[src/rtl/core/rnta_pkg.sv]
// Shared constants, types and digit encoding for the radix number to ASCII converter.
package rnta_pkg;

    localparam int VALUE_BITS    = 16;
    localparam int VALUE_IN_W    = 16;
    localparam int RADIX_W       = 6;
    localparam int DIGIT_W       = 6;
    localparam int CHAR_W        = 7;
    localparam int DIGIT_DEPTH   = VALUE_BITS;
    localparam int IDX_W         = $clog2(DIGIT_DEPTH);
    localparam int CNT_W         = $clog2(DIGIT_DEPTH + 1);
    localparam int STEP_W        = $clog2(VALUE_BITS);
    localparam int S_DATA_W      = ((VALUE_IN_W + RADIX_W + 7) / 8) * 8;
    localparam int M_DATA_W      = ((CHAR_W + 7) / 8) * 8;

    localparam logic [RADIX_W-1:0] MIN_RADIX     = RADIX_W'(2);
    localparam logic [RADIX_W-1:0] MAX_RADIX     = RADIX_W'(36);
    localparam logic [DIGIT_W-1:0] DECIMAL_LIMIT = DIGIT_W'(10);
    localparam logic [CHAR_W-1:0]  CHAR_ZERO     = CHAR_W'(8'h30);
    localparam logic [CHAR_W-1:0]  CHAR_A        = CHAR_W'(8'h41);

    typedef logic [DIGIT_W-1:0] digit_t;
    typedef logic [CHAR_W-1:0]  char_t;

    function automatic char_t digit_char(input digit_t d);
        char_t c;
        if (d < DECIMAL_LIMIT)
        begin
            c = CHAR_ZERO + CHAR_W'(d);
        end
        else
        begin
            c = CHAR_A + CHAR_W'(d) - CHAR_W'(DECIMAL_LIMIT);
        end
        return c;
    endfunction

endpackage

[src/rtl/core/radix_number_to_ascii.sv]
// Radix number to ASCII converter: bit-serial divider under a small sequencer.
// Each digit takes VALUE_BITS restoring divide steps followed by one store step.
// A value yields D digits (up to 16); a zero value or a flagged base skips the divider
// and goes straight from the idle state to the emit state.
// Characters then leave at one per cycle while the sink is ready.
// A new request is taken only after the last character has been loaded for output.
// Reset (rst_n low, asynchronous) clears the sequencer, counters and output valid.
module radix_number_to_ascii (
    input  logic                           clk,
    input  logic                           rst_n,
    input  logic                           s_axis_tvalid,
    output logic                           s_axis_tready,
    // value [15:0], radix [21:16], zero fill [23:22]
    input  logic [rnta_pkg::S_DATA_W-1:0]  s_axis_tdata,
    output logic                           m_axis_tvalid,
    input  logic                           m_axis_tready,
    // character [6:0], zero fill [7]
    output logic [rnta_pkg::M_DATA_W-1:0]  m_axis_tdata,
    output logic                           m_axis_tlast,
    // bad_base [0]
    output logic                           m_axis_tuser
);

    typedef enum logic [1:0] {
        ST_IDLE,
        ST_DIV,
        ST_STORE,
        ST_EMIT
    } state_t;

    state_t                              state_reg, state_next;
    logic [rnta_pkg::VALUE_BITS-1:0]     quo_reg, quo_next;
    logic [rnta_pkg::DIGIT_W-1:0]        rem_reg, rem_next;
    logic [rnta_pkg::RADIX_W-1:0]        radix_reg, radix_next;
    logic [rnta_pkg::STEP_W-1:0]         step_reg, step_next;
    logic [rnta_pkg::CNT_W-1:0]          cnt_reg, cnt_next;
    logic                                bad_reg, bad_next;
    logic                                out_valid_reg, out_valid_next;
    rnta_pkg::char_t                     out_char_reg, out_char_next;
    logic                                out_last_reg, out_last_next;
    logic                                out_bad_reg, out_bad_next;

    rnta_pkg::digit_t                    digit_store [rnta_pkg::DIGIT_DEPTH];

    logic [rnta_pkg::VALUE_IN_W-1:0]     in_value;
    logic [rnta_pkg::RADIX_W-1:0]        in_radix;
    logic                                in_accept;
    logic                                in_bad;
    logic [rnta_pkg::DIGIT_W:0]          trial;
    logic                                trial_ge;
    logic                                store_we;
    logic [rnta_pkg::IDX_W-1:0]          store_idx;
    rnta_pkg::digit_t                    store_data;
    logic [rnta_pkg::IDX_W-1:0]          emit_idx;
    logic                                out_free;

    assign in_value  = s_axis_tdata[rnta_pkg::VALUE_IN_W-1:0];
    assign in_radix  = s_axis_tdata[rnta_pkg::VALUE_IN_W +: rnta_pkg::RADIX_W];
    assign in_accept = s_axis_tvalid && s_axis_tready;
    assign in_bad    = (in_radix < rnta_pkg::MIN_RADIX) || (in_radix > rnta_pkg::MAX_RADIX);

    assign trial    = {rem_reg, quo_reg[rnta_pkg::VALUE_BITS-1]};
    assign trial_ge = trial >= (rnta_pkg::DIGIT_W + 1)'(radix_reg);
    assign emit_idx = rnta_pkg::IDX_W'(cnt_reg - rnta_pkg::CNT_W'(1));
    assign out_free = !out_valid_reg || m_axis_tready;

    assign s_axis_tready = (state_reg == ST_IDLE);
    assign m_axis_tvalid = out_valid_reg;
    assign m_axis_tdata  = rnta_pkg::M_DATA_W'(out_char_reg);
    assign m_axis_tlast  = out_last_reg;
    assign m_axis_tuser  = out_bad_reg;

    always_comb
    begin
        state_next     = state_reg;
        quo_next       = quo_reg;
        rem_next       = rem_reg;
        radix_next     = radix_reg;
        step_next      = step_reg;
        cnt_next       = cnt_reg;
        bad_next       = bad_reg;
        out_valid_next = out_valid_reg;
        out_char_next  = out_char_reg;
        out_last_next  = out_last_reg;
        out_bad_next   = out_bad_reg;
        store_we       = 1'b0;
        store_idx      = cnt_reg[rnta_pkg::IDX_W-1:0];
        store_data     = rem_reg;

        if (out_valid_reg && m_axis_tready)
        begin
            out_valid_next = 1'b0;
        end

        unique case (state_reg)
            ST_IDLE:
            begin
                if (in_accept)
                begin
                    quo_next   = rnta_pkg::VALUE_BITS'(in_value);
                    rem_next   = '0;
                    radix_next = in_radix;
                    step_next  = '0;
                    bad_next   = in_bad;
                    if (in_bad)
                    begin
                        cnt_next   = rnta_pkg::CNT_W'(1);
                        state_next = ST_EMIT;
                    end
                    else if (rnta_pkg::VALUE_BITS'(in_value) == '0)
                    begin
                        store_we   = 1'b1;
                        store_idx  = '0;
                        store_data = '0;
                        cnt_next   = rnta_pkg::CNT_W'(1);
                        state_next = ST_EMIT;
                    end
                    else
                    begin
                        cnt_next   = '0;
                        state_next = ST_DIV;
                    end
                end
            end
            ST_DIV:
            begin
                quo_next = {quo_reg[rnta_pkg::VALUE_BITS-2:0], trial_ge};
                if (trial_ge)
                begin
                    rem_next = rnta_pkg::DIGIT_W'(trial - (rnta_pkg::DIGIT_W + 1)'(radix_reg));
                end
                else
                begin
                    rem_next = trial[rnta_pkg::DIGIT_W-1:0];
                end
                step_next = step_reg + rnta_pkg::STEP_W'(1);
                if (step_reg == rnta_pkg::STEP_W'(rnta_pkg::VALUE_BITS - 1))
                begin
                    state_next = ST_STORE;
                end
            end
            ST_STORE:
            begin
                store_we  = 1'b1;
                cnt_next  = cnt_reg + rnta_pkg::CNT_W'(1);
                rem_next  = '0;
                step_next = '0;
                if ((quo_reg == '0) ||
                    (cnt_reg == rnta_pkg::CNT_W'(rnta_pkg::DIGIT_DEPTH - 1)))
                begin
                    state_next = ST_EMIT;
                end
                else
                begin
                    state_next = ST_DIV;
                end
            end
            ST_EMIT:
            begin
                if (out_free)
                begin
                    out_valid_next = 1'b1;
                    out_bad_next   = bad_reg;
                    out_last_next  = (cnt_reg == rnta_pkg::CNT_W'(1));
                    out_char_next  = bad_reg ? '0 : rnta_pkg::digit_char(digit_store[emit_idx]);
                    cnt_next       = cnt_reg - rnta_pkg::CNT_W'(1);
                    if (cnt_reg == rnta_pkg::CNT_W'(1))
                    begin
                        state_next = ST_IDLE;
                    end
                end
            end
            default:
            begin
                state_next = ST_IDLE;
            end
        endcase
    end

    always_ff @(posedge clk or negedge rst_n)
    begin
        if (!rst_n)
        begin
            state_reg     <= ST_IDLE;
            quo_reg       <= '0;
            rem_reg       <= '0;
            radix_reg     <= '0;
            step_reg      <= '0;
            cnt_reg       <= '0;
            bad_reg       <= 1'b0;
            out_valid_reg <= 1'b0;
            out_char_reg  <= '0;
            out_last_reg  <= 1'b0;
            out_bad_reg   <= 1'b0;
        end
        else
        begin
            state_reg     <= state_next;
            quo_reg       <= quo_next;
            rem_reg       <= rem_next;
            radix_reg     <= radix_next;
            step_reg      <= step_next;
            cnt_reg       <= cnt_next;
            bad_reg       <= bad_next;
            out_valid_reg <= out_valid_next;
            out_char_reg  <= out_char_next;
            out_last_reg  <= out_last_next;
            out_bad_reg   <= out_bad_next;
        end
    end

    always_ff @(posedge clk)
    begin
        if (store_we)
        begin
            digit_store[store_idx] <= store_data;
        end
    end

    // The partial remainder of the divider always stays below the base.
    assert property (@(posedge clk) disable iff (!rst_n)
        (state_reg == ST_DIV) |-> ((rnta_pkg::RADIX_W)'(rem_reg) < radix_reg))
        else $error("divider remainder not below radix");

    // The digit count never runs past the store depth.
    assert property (@(posedge clk) disable iff (!rst_n)
        cnt_reg <= rnta_pkg::CNT_W'(rnta_pkg::DIGIT_DEPTH))
        else $error("digit count beyond store depth");

    // A flagged base goes out as a single zero character marked last.
    assert property (@(posedge clk) disable iff (!rst_n)
        (out_valid_reg && out_bad_reg) |-> (out_last_reg && (out_char_reg == '0)))
        else $error("bad base result malformed");

    // An accepted request keeps the input closed on the next cycle.
    assert property (@(posedge clk) disable iff (!rst_n)
        in_accept |=> !s_axis_tready)
        else $error("input reopened right after a request");

endmodule
[config.mk]
export PLATFORM = sky130hd
export DESIGN_NAME = radix_number_to_ascii
export DESIGN_NICKNAME = d
export VERILOG_FILES = /design/src/rtl/core/rnta_pkg.sv /design/src/rtl/core/radix_number_to_ascii.sv
export SDC_FILE = /design/constraint.sdc
export NUM_CORES = 1
export LEC_CHECK = 0
export BUFFER_PORTS_ARGS = -buffer_cell sky130_fd_sc_hd__buf_2
export CORE_MARGIN = 2
export CORE_UTILIZATION = 45
export CTS_CLUSTER_DIAMETER = 120
export DETAILED_ROUTE_END_ITERATION = 7
export PLACE_DENSITY_LB_ADDON = 0.1
export SETUP_SLACK_MARGIN = 0.4
export SYNTH_ARGS = -nofsm -noshare
export SYNTH_HDL_FRONTEND = slang
export SYNTH_SLANG_ARGS = --single-unit
[constraint.sdc]
create_clock -name clk -period 6.95 [get_ports clk]
set_input_delay 0.695 -clock clk [delete_from_list [all_inputs] [get_ports clk]]
set_output_delay 0.695 -clock clk [all_outputs]
set_load 0.02 [all_outputs]
### After elaboration in Yosys (flattened, before gate mapping)

Memory sizes are Yosys's and may differ from the RTL's.
Cells that the tools add are included.

| word-level totals | value |
|---|---|
| flip-flop bits (word level) | 50 |
| memory bits (writable) | 96 |
| word-level logic and storage cells | 90 |
| memories kept | 1 |

Memories:

| memory | words | bits a word | read ports | clocked after memory_dff | wr ports | line | source |
|---|---|---|---|---|---|---|---|
| digit_store | 16 | 6 | 1 | 0 | 1 | radix_number_to_ascii.sv:43 | `rnta_pkg::digit_t digit_store [rnta_pkg::DIGIT_DEPTH];` |

| cells by class | value |
|---|---|
| add/sub/neg operators | 7 |
| order comparisons | 4 |
| equal/unequal tests | 10 |
| mux-type cells | 39 |
| reductions and logical operators | 18 |

Operator list:

| operator | count |
|---|---|
| 6-bit 2-to-1 mux | 6 |
| 16-bit logical NOT | 2 |
| 16-bit case mux with 2 select lines | 1 |
| 4-bit 2-to-1 mux | 5 |
| 6-bit case mux with 3 select lines | 1 |
| 16-bit 2-to-1 mux | 1 |
| 5-bit case mux with 3 select lines | 1 |
| 2-bit 2-to-1 mux | 7 |
| 7-bit 2-to-1 mux | 2 |
| 4-bit case mux with 3 select lines | 1 |
| 1-bit 2-to-1 mux | 10 |
| 5-bit 2-to-1 mux | 2 |
| 2-bit case mux with 4 select lines | 1 |
| 2-bit AND reduction | 4 |
| 6-bit by 6-bit adder with 7-bit output, first input constant | 1 |
| 7-bit by 6-bit adder with 7-bit output, first input constant | 1 |
| 7-bit by 6-bit greater-or-equal comparator with 1-bit output | 1 |
| 7-bit by 4-bit subtractor with 7-bit output, second input constant | 1 |
| 6-bit greater-than comparator, second input constant | 1 |
| 6-bit by 2-bit less-than comparator with 1-bit output, second input constant | 1 |
| 6-bit by 4-bit less-than comparator with 1-bit output, second input constant | 1 |
| 2-bit inequality test, second input constant | 3 |
| 3-bit nonzero test | 2 |
| 6-bit subtractor | 1 |
| other kinds (17) | 21 |

### Logic depth before layout (Yosys ltp)

| depth | value |
|---|---|
| depth after elaboration | 7 |
| depth in mapped cells | 15 |
| gate-level depth less buffers | 10 |

### Least setup slack after synthesis

No wires, ideal clock.

| path | value |
|---|---|
| kind | reg2reg |
| from | register cnt_reg[0] (netlist name) |
| to | register out_char_reg[4] |
| arrival time | 3.129 ns |
| required time | 6.827 ns |
| path slack | 3.698 ns |
| cell stages (with the launch flop) | 15 |
| path buffers | 5 |
| period minus slack after synthesis | 3.252 ns |
| cells stage by stage | dfrtp_1 -> buf_6 -> buf_12 -> buf_8 -> clkinv_1 -> ha_1 -> buf_2 -> buf_2 -> mux4_2 -> mux4_2 -> inv_1 -> ha_1 -> a21oi_1 -> xnor2_1 -> o221a_1 |

| on the way | value |
|---|---|
| cells in the longest elaborated chain, start to end | 6 |

Ends and longest elaborated chain:

| item | line | source |
|---|---|---|
| start: declaration | radix_number_to_ascii.sv:36 | `logic [rnta_pkg::CNT_W-1:0] cnt_reg, cnt_next;` |
| start signal: assignment | radix_number_to_ascii.sv:203 | `cnt_reg <= cnt_next;` |
| 5-bit by 1-bit subtractor with 5-bit output (*) | - |  |
| memory 16 x 6 bit (*) | - |  |
| 7-bit by 6-bit adder with 7-bit output | rnta_pkg.sv:33 | `c = CHAR_A + CHAR_W'(d) - CHAR_W'(DECIMAL_LIMIT);` |
| 7-bit by 4-bit subtractor with 7-bit output | rnta_pkg.sv:33 |  |
| 7-bit 2-to-1 mux (*) | rnta_pkg.sv:27 | `if (d < DECIMAL_LIMIT)` |
| 7-bit 2-to-1 mux (*) | radix_number_to_ascii.sv:165 | `out_char_next = bad_reg ? '0 : rnta_pkg::digit_char(digit_store[emit_idx]);` |
| end signal: assignment | radix_number_to_ascii.sv:206 | `out_char_reg <= out_char_next;` |
| end: declaration | radix_number_to_ascii.sv:39 | `rnta_pkg::char_t out_char_reg, out_char_next;` |

Every way passes the cells marked *; elsewhere a longest branch is shown, timed or not.
A chain may end at the register's enable or synchronous reset.

### Worst setup path after layout

| path | value |
|---|---|
| from | register cnt_reg[0] (netlist name) |
| to | register out_char_reg[0] |

Same word-level chain as after synthesis.

==> metrics.log <==
[metrics] CTS tree: built
[metrics] number of inserted filler cells in the final layout: 1288
[metrics] initial standard-cell utilization of the core: 45.55%
[metrics] Max clock buf depth: 2
[metrics] DRC viols: 0
[metrics] highest-count cells in the layout ignoring fill and taps: sky130_fd_sc_hd__edfxtp_1 (96), sky130_fd_sc_hd__nand2_1 (66), sky130_fd_sc_hd__dfrtp_1 (50), sky130_fd_sc_hd__o21ai_0 (42), sky130_fd_sc_hd__buf_2 (36)
[metrics] half-perimeter wire length of the detailed placement result: about 9600 um
[metrics] category of the critical setup timing path: register to register
[metrics] clock period minus final worst setup slack: 3.701 ns
[metrics] final setup TNS: 0 ns
[metrics] Post-Syn Nets: 570
[metrics] cts repair resizes: 0
[metrics] number of global-route vias before repair: 4178
[metrics] total count of max-transition violations in the final report: 0
[metrics] Max Clock Skew: 0.01370 ns
[metrics] total power per unit cell area: 514.1 nW/um^2
[metrics] Most used DFF post-synth: sky130_fd_sc_hd__edfxtp_1
[metrics] internal power summed over all cells: approximately 2.5 mW
[metrics] ratio of cells with drive above 1 in the final layout: 15.74%
[metrics] number of H-tree branching levels: 4
[metrics] number of antenna violations at the first check in global routing: 0
[metrics] HP Class: primary input to async pin
[metrics] final count of hold timing violations: 0
[metrics] reg-to-reg slack, setup: 3.25 ns
[metrics] synth unique cells: 62
[metrics] Flop pwr share: 31.9%
[metrics] Slew @ Worst Pin: 1.273 ns
[metrics] result of the run: complete, no violations
[metrics] async set-reset flop share out of synthesis: 34.25%
[metrics] Req. time, crit path: approximately 7.3 ns
[metrics] FMAX: about 0.27 GHz
[metrics] DRT Wirelength: 13780 um
[metrics] Layout Nets: a little over 600
[metrics] count of max-cap constraint violations: 0
[metrics] ratio of routed vias to standard cells: 5.551
[metrics] post-synthesis share of cell area spent on full adders, half adders and majority gates: 2.485%
[metrics] post-CTS setup buffers: 0
[metrics] startpoint of the worst-slack reg-to-reg timing path: cnt_reg[0]
[metrics] maximum number of pins on one net before global-route repair: 51
[metrics] endpoint type of the worst setup path: register
[metrics] final worst-path cycle share: around 53%
[metrics] synthesized cell area: 6848 um^2
[metrics] flop and latch count out of synthesis: 146
[metrics] capturing point of the worst reg2reg path: out_char_reg[0]
[metrics] worst r2r path cells: 8
[metrics] area fraction in and, or, nand and nor cells after synthesis: 12.77%
[metrics] TritonCTS buffer count: 17
[metrics] part of the total power dissipated in combinational logic: between 40 and 50%
[metrics] average wire per standard cell: between 15 and 20 um
[metrics] clk_lat worst skew: 0.42 ns
[metrics] leading cell type in the layout, fill and taps excluded: sky130_fd_sc_hd__edfxtp_1
[metrics] Post-synth EDFFs: between 90 and 100
[metrics] number of buffers inserted for hold repair after clock tree synthesis: 0
[metrics] xor/xnor cell area share of the yosys netlist: 1.115%
[metrics] Clk pin slew, worst setup/hold paths: ~0.060 ns
[metrics] Switching Share: 38.42%
[metrics] worst voltage drop across the vdd grid: between 0.2 and 0.25 mV
[metrics] synthesized instance count: 529
[metrics] Die Span X: 127.4 um
[metrics] synth top area cells: sky130_fd_sc_hd__edfxtp_1 (42%), sky130_fd_sc_hd__dfrtp_1 (18%), sky130_fd_sc_hd__mux4_1 (5.8%)
[metrics] Die ar.: 16220 um^2
[metrics] final count of negative-setup-slack endpoints: 0
[metrics] grt ovf: 0
[metrics] Pre-Repair DR Iteration Count: 4
[metrics] total via count in the routed design: 4252
[metrics] data arrival time of the critical path: 4.02 ns
[metrics] post-layout utilization of the core: 51.82%
[metrics] weighted congestion reported at the end of routability-driven placement: between 0.7 and 0.8
[metrics] overall routing resource usage: 18.18%
[metrics] number of placement rows: 45
[metrics] buffer type at the clock tree root: sky130_fd_sc_hd__clkbuf_16
[metrics] count of boundary I/O pins: 40
[metrics] wire length of the first global-routing pass: 22350 um
[metrics] mean instance size in the synthesized netlist: 12.94 um^2
[metrics] library cell occupying the most area in the post-synthesis netlist: sky130_fd_sc_hd__edfxtp_1
[metrics] timing startpoint of the critical path: cnt_reg[0]
[metrics] Static Leakage: roughly 2.9 nW
[metrics] total of warnings raised by yosys: 0
[metrics] Critical path destination: out_char_reg[0]
[metrics] Port-buffer cells: 36
[metrics] mux contribution to synthesized area: 11.55%
[metrics] Inserted Diodes: 0
[metrics] main combinational cell family by area after synthesis: simple AND/OR/NAND/NOR gates
[metrics] starting DRC count in detailed routing: 346
[metrics] startpoint type of the worst setup path: register
[metrics] synthesis-to-layout area growth: 13.76%
[metrics] clock power share: 23.7%
[metrics] worst rel slew slack: 14.95%
[metrics] share of Yosys cell area claimed by the top area cell type: 42.10%
[metrics] RSZ-0062 raised after global routing: false
[metrics] sequential area share after synthesis: 60.37%
[metrics] net switching power: between 1.5 and 2 mW
[metrics] vertical die dimension: 127.4 um
[metrics] Routed Antenna Nets: 0
[metrics] core outline area: 15030 um^2
[metrics] number of flip-flops under the largest register name: 96
[metrics] Critical Path Fanout Max: 15
[metrics] number of clock sinks: 146
[metrics] area fraction in compound gates after synthesis: 8.551%
how the worst min path moves through the flow:
stage / startpoint / endpoint / cells after the start
final: rst_n / radix_reg[2] / 2
after global routing: rst_n / radix_reg[2] / 2
after CTS: rst_n / radix_reg[2] / 2
after detailed placement: m_axis_tuser / m_axis_tuser / 2
after global placement: m_axis_tuser / m_axis_tuser / 2
after floorplan: rst_n / bad_reg / 0
metrics by stage:
step                std cells  hold WS [ns]  area, um^2  total power [mW]  setup WS, ns
finish                    766        0.3758        7790             4.004         3.249
global route              766        0.4220        7790             4.305         2.982
CTS                       766        0.3966        7790             4.045         3.201
detailed placement        734        0.4638        7173             3.093         3.204
global placement          734        0.4592        7173             3.059         3.171
floorplan                 529        0.3994        6848             2.671         3.698
cell families (layout without fill, tap and decap cells):
logic type               after synthesis  in the layout
AO/OA/AOI/OAI                         89             89
XOR/XNOR                               7              7
adder cells (fa/ha/maj)               13             13
buffers and inverters                 43             92
flip-flops                           146            146
multiplexers                          48             48
other                                  1              1
AND/OR/NAND/NOR                      182            182
Yosys cell counts (3+ instances only):
| cell type | n |
|---|---|
| sky130_fd_sc_hd__nand2b_1 | 4 |
| sky130_fd_sc_hd__xnor2_1 | 4 |
| sky130_fd_sc_hd__o31ai_1 | 3 |
| sky130_fd_sc_hd__nand3_1 | 12 |
| sky130_fd_sc_hd__mux2i_1 | 25 |
| sky130_fd_sc_hd__nand4_1 | 3 |
| sky130_fd_sc_hd__mux2_2 | 3 |
| sky130_fd_sc_hd__or3_1 | 4 |
| sky130_fd_sc_hd__mux4_1 | 15 |
| sky130_fd_sc_hd__or2_2 | 3 |
| sky130_fd_sc_hd__clkbuf_1 | 16 |
| sky130_fd_sc_hd__nor2_1 | 35 |
| sky130_fd_sc_hd__ha_1 | 12 |
| sky130_fd_sc_hd__nor3b_1 | 6 |
| sky130_fd_sc_hd__and3_1 | 3 |
| sky130_fd_sc_hd__edfxtp_1 | 96 |
| sky130_fd_sc_hd__dfrtp_1 | 50 |
| sky130_fd_sc_hd__a32o_1 | 3 |
| sky130_fd_sc_hd__inv_1 | 15 |
| sky130_fd_sc_hd__nand2_1 | 66 |
| sky130_fd_sc_hd__a31oi_1 | 4 |
| sky130_fd_sc_hd__nand3b_1 | 3 |
| sky130_fd_sc_hd__o21ai_0 | 42 |
| sky130_fd_sc_hd__nor2b_1 | 11 |
| sky130_fd_sc_hd__a221o_1 | 3 |
| sky130_fd_sc_hd__nor4_1 | 9 |
| sky130_fd_sc_hd__mux4_2 | 5 |
| sky130_fd_sc_hd__nor3_1 | 14 |
| sky130_fd_sc_hd__buf_2 | 4 |
| sky130_fd_sc_hd__a21oi_1 | 10 |
| sky130_fd_sc_hd__a22o_1 | 3 |
| sky130_fd_sc_hd__and2_1 | 5 |
critical path, stage by stage, from the launching register on:
cell	delay (ns)
sky130_fd_sc_hd__dfrtp_1	0.34
sky130_fd_sc_hd__clkinv_1	0.24
sky130_fd_sc_hd__ha_1	0.39
sky130_fd_sc_hd__xor2_2	0.68
sky130_fd_sc_hd__mux4_1	0.67
sky130_fd_sc_hd__mux2i_1	0.30
sky130_fd_sc_hd__a22oi_1	0.31
sky130_fd_sc_hd__or3_1	0.42
sky130_fd_sc_hd__a32o_1	0.24
final cells by class:
type / count / area, um^2 / area share, %
well taps: 188 / 235.2 / 3.020
flip-flops and latches: 146 / 4134 / 53.07
inverters: 16 / 60.06 / 0.7710
multi-input cells: 340 / 2504 / 32.14
clock inverters: 13 / 183.9 / 2.361
clock buffers: 19 / 432.9 / 5.557
repair buffers: 44 / 240.2 / 3.084
metal layers:
| layer | up-vias | GRT usage (%) | wire, um |
|---|---|---|---|
| li1 | 2065 | - | - |
| met1 | 2112 | 25.56 | 6776 |
| met2 | 57 | 28.18 | 6349 |
| met3 | 18 | 4.732 | 509 |
| met4 | 0 | 5.171 | 140 |
| met5 | - | 0 | 0 |
power by group through the flow:
| stage | registers, mW | clock network [mW] | logic (mW) |
|---|---|---|---|
| after global routing | 1.30 | 1.00 | 2.00 |
| after detailed placement | 1.29 | 0 | 1.80 |
| after floorplan | 1.27 | 0 | 1.40 |
| after global placement | 1.29 | 0 | 1.77 |
| after CTS | 1.28 | 0.963 | 1.81 |
| final | 1.28 | 0.947 | 1.78 |
Note: power is estimated with default switching activity, not from simulation.
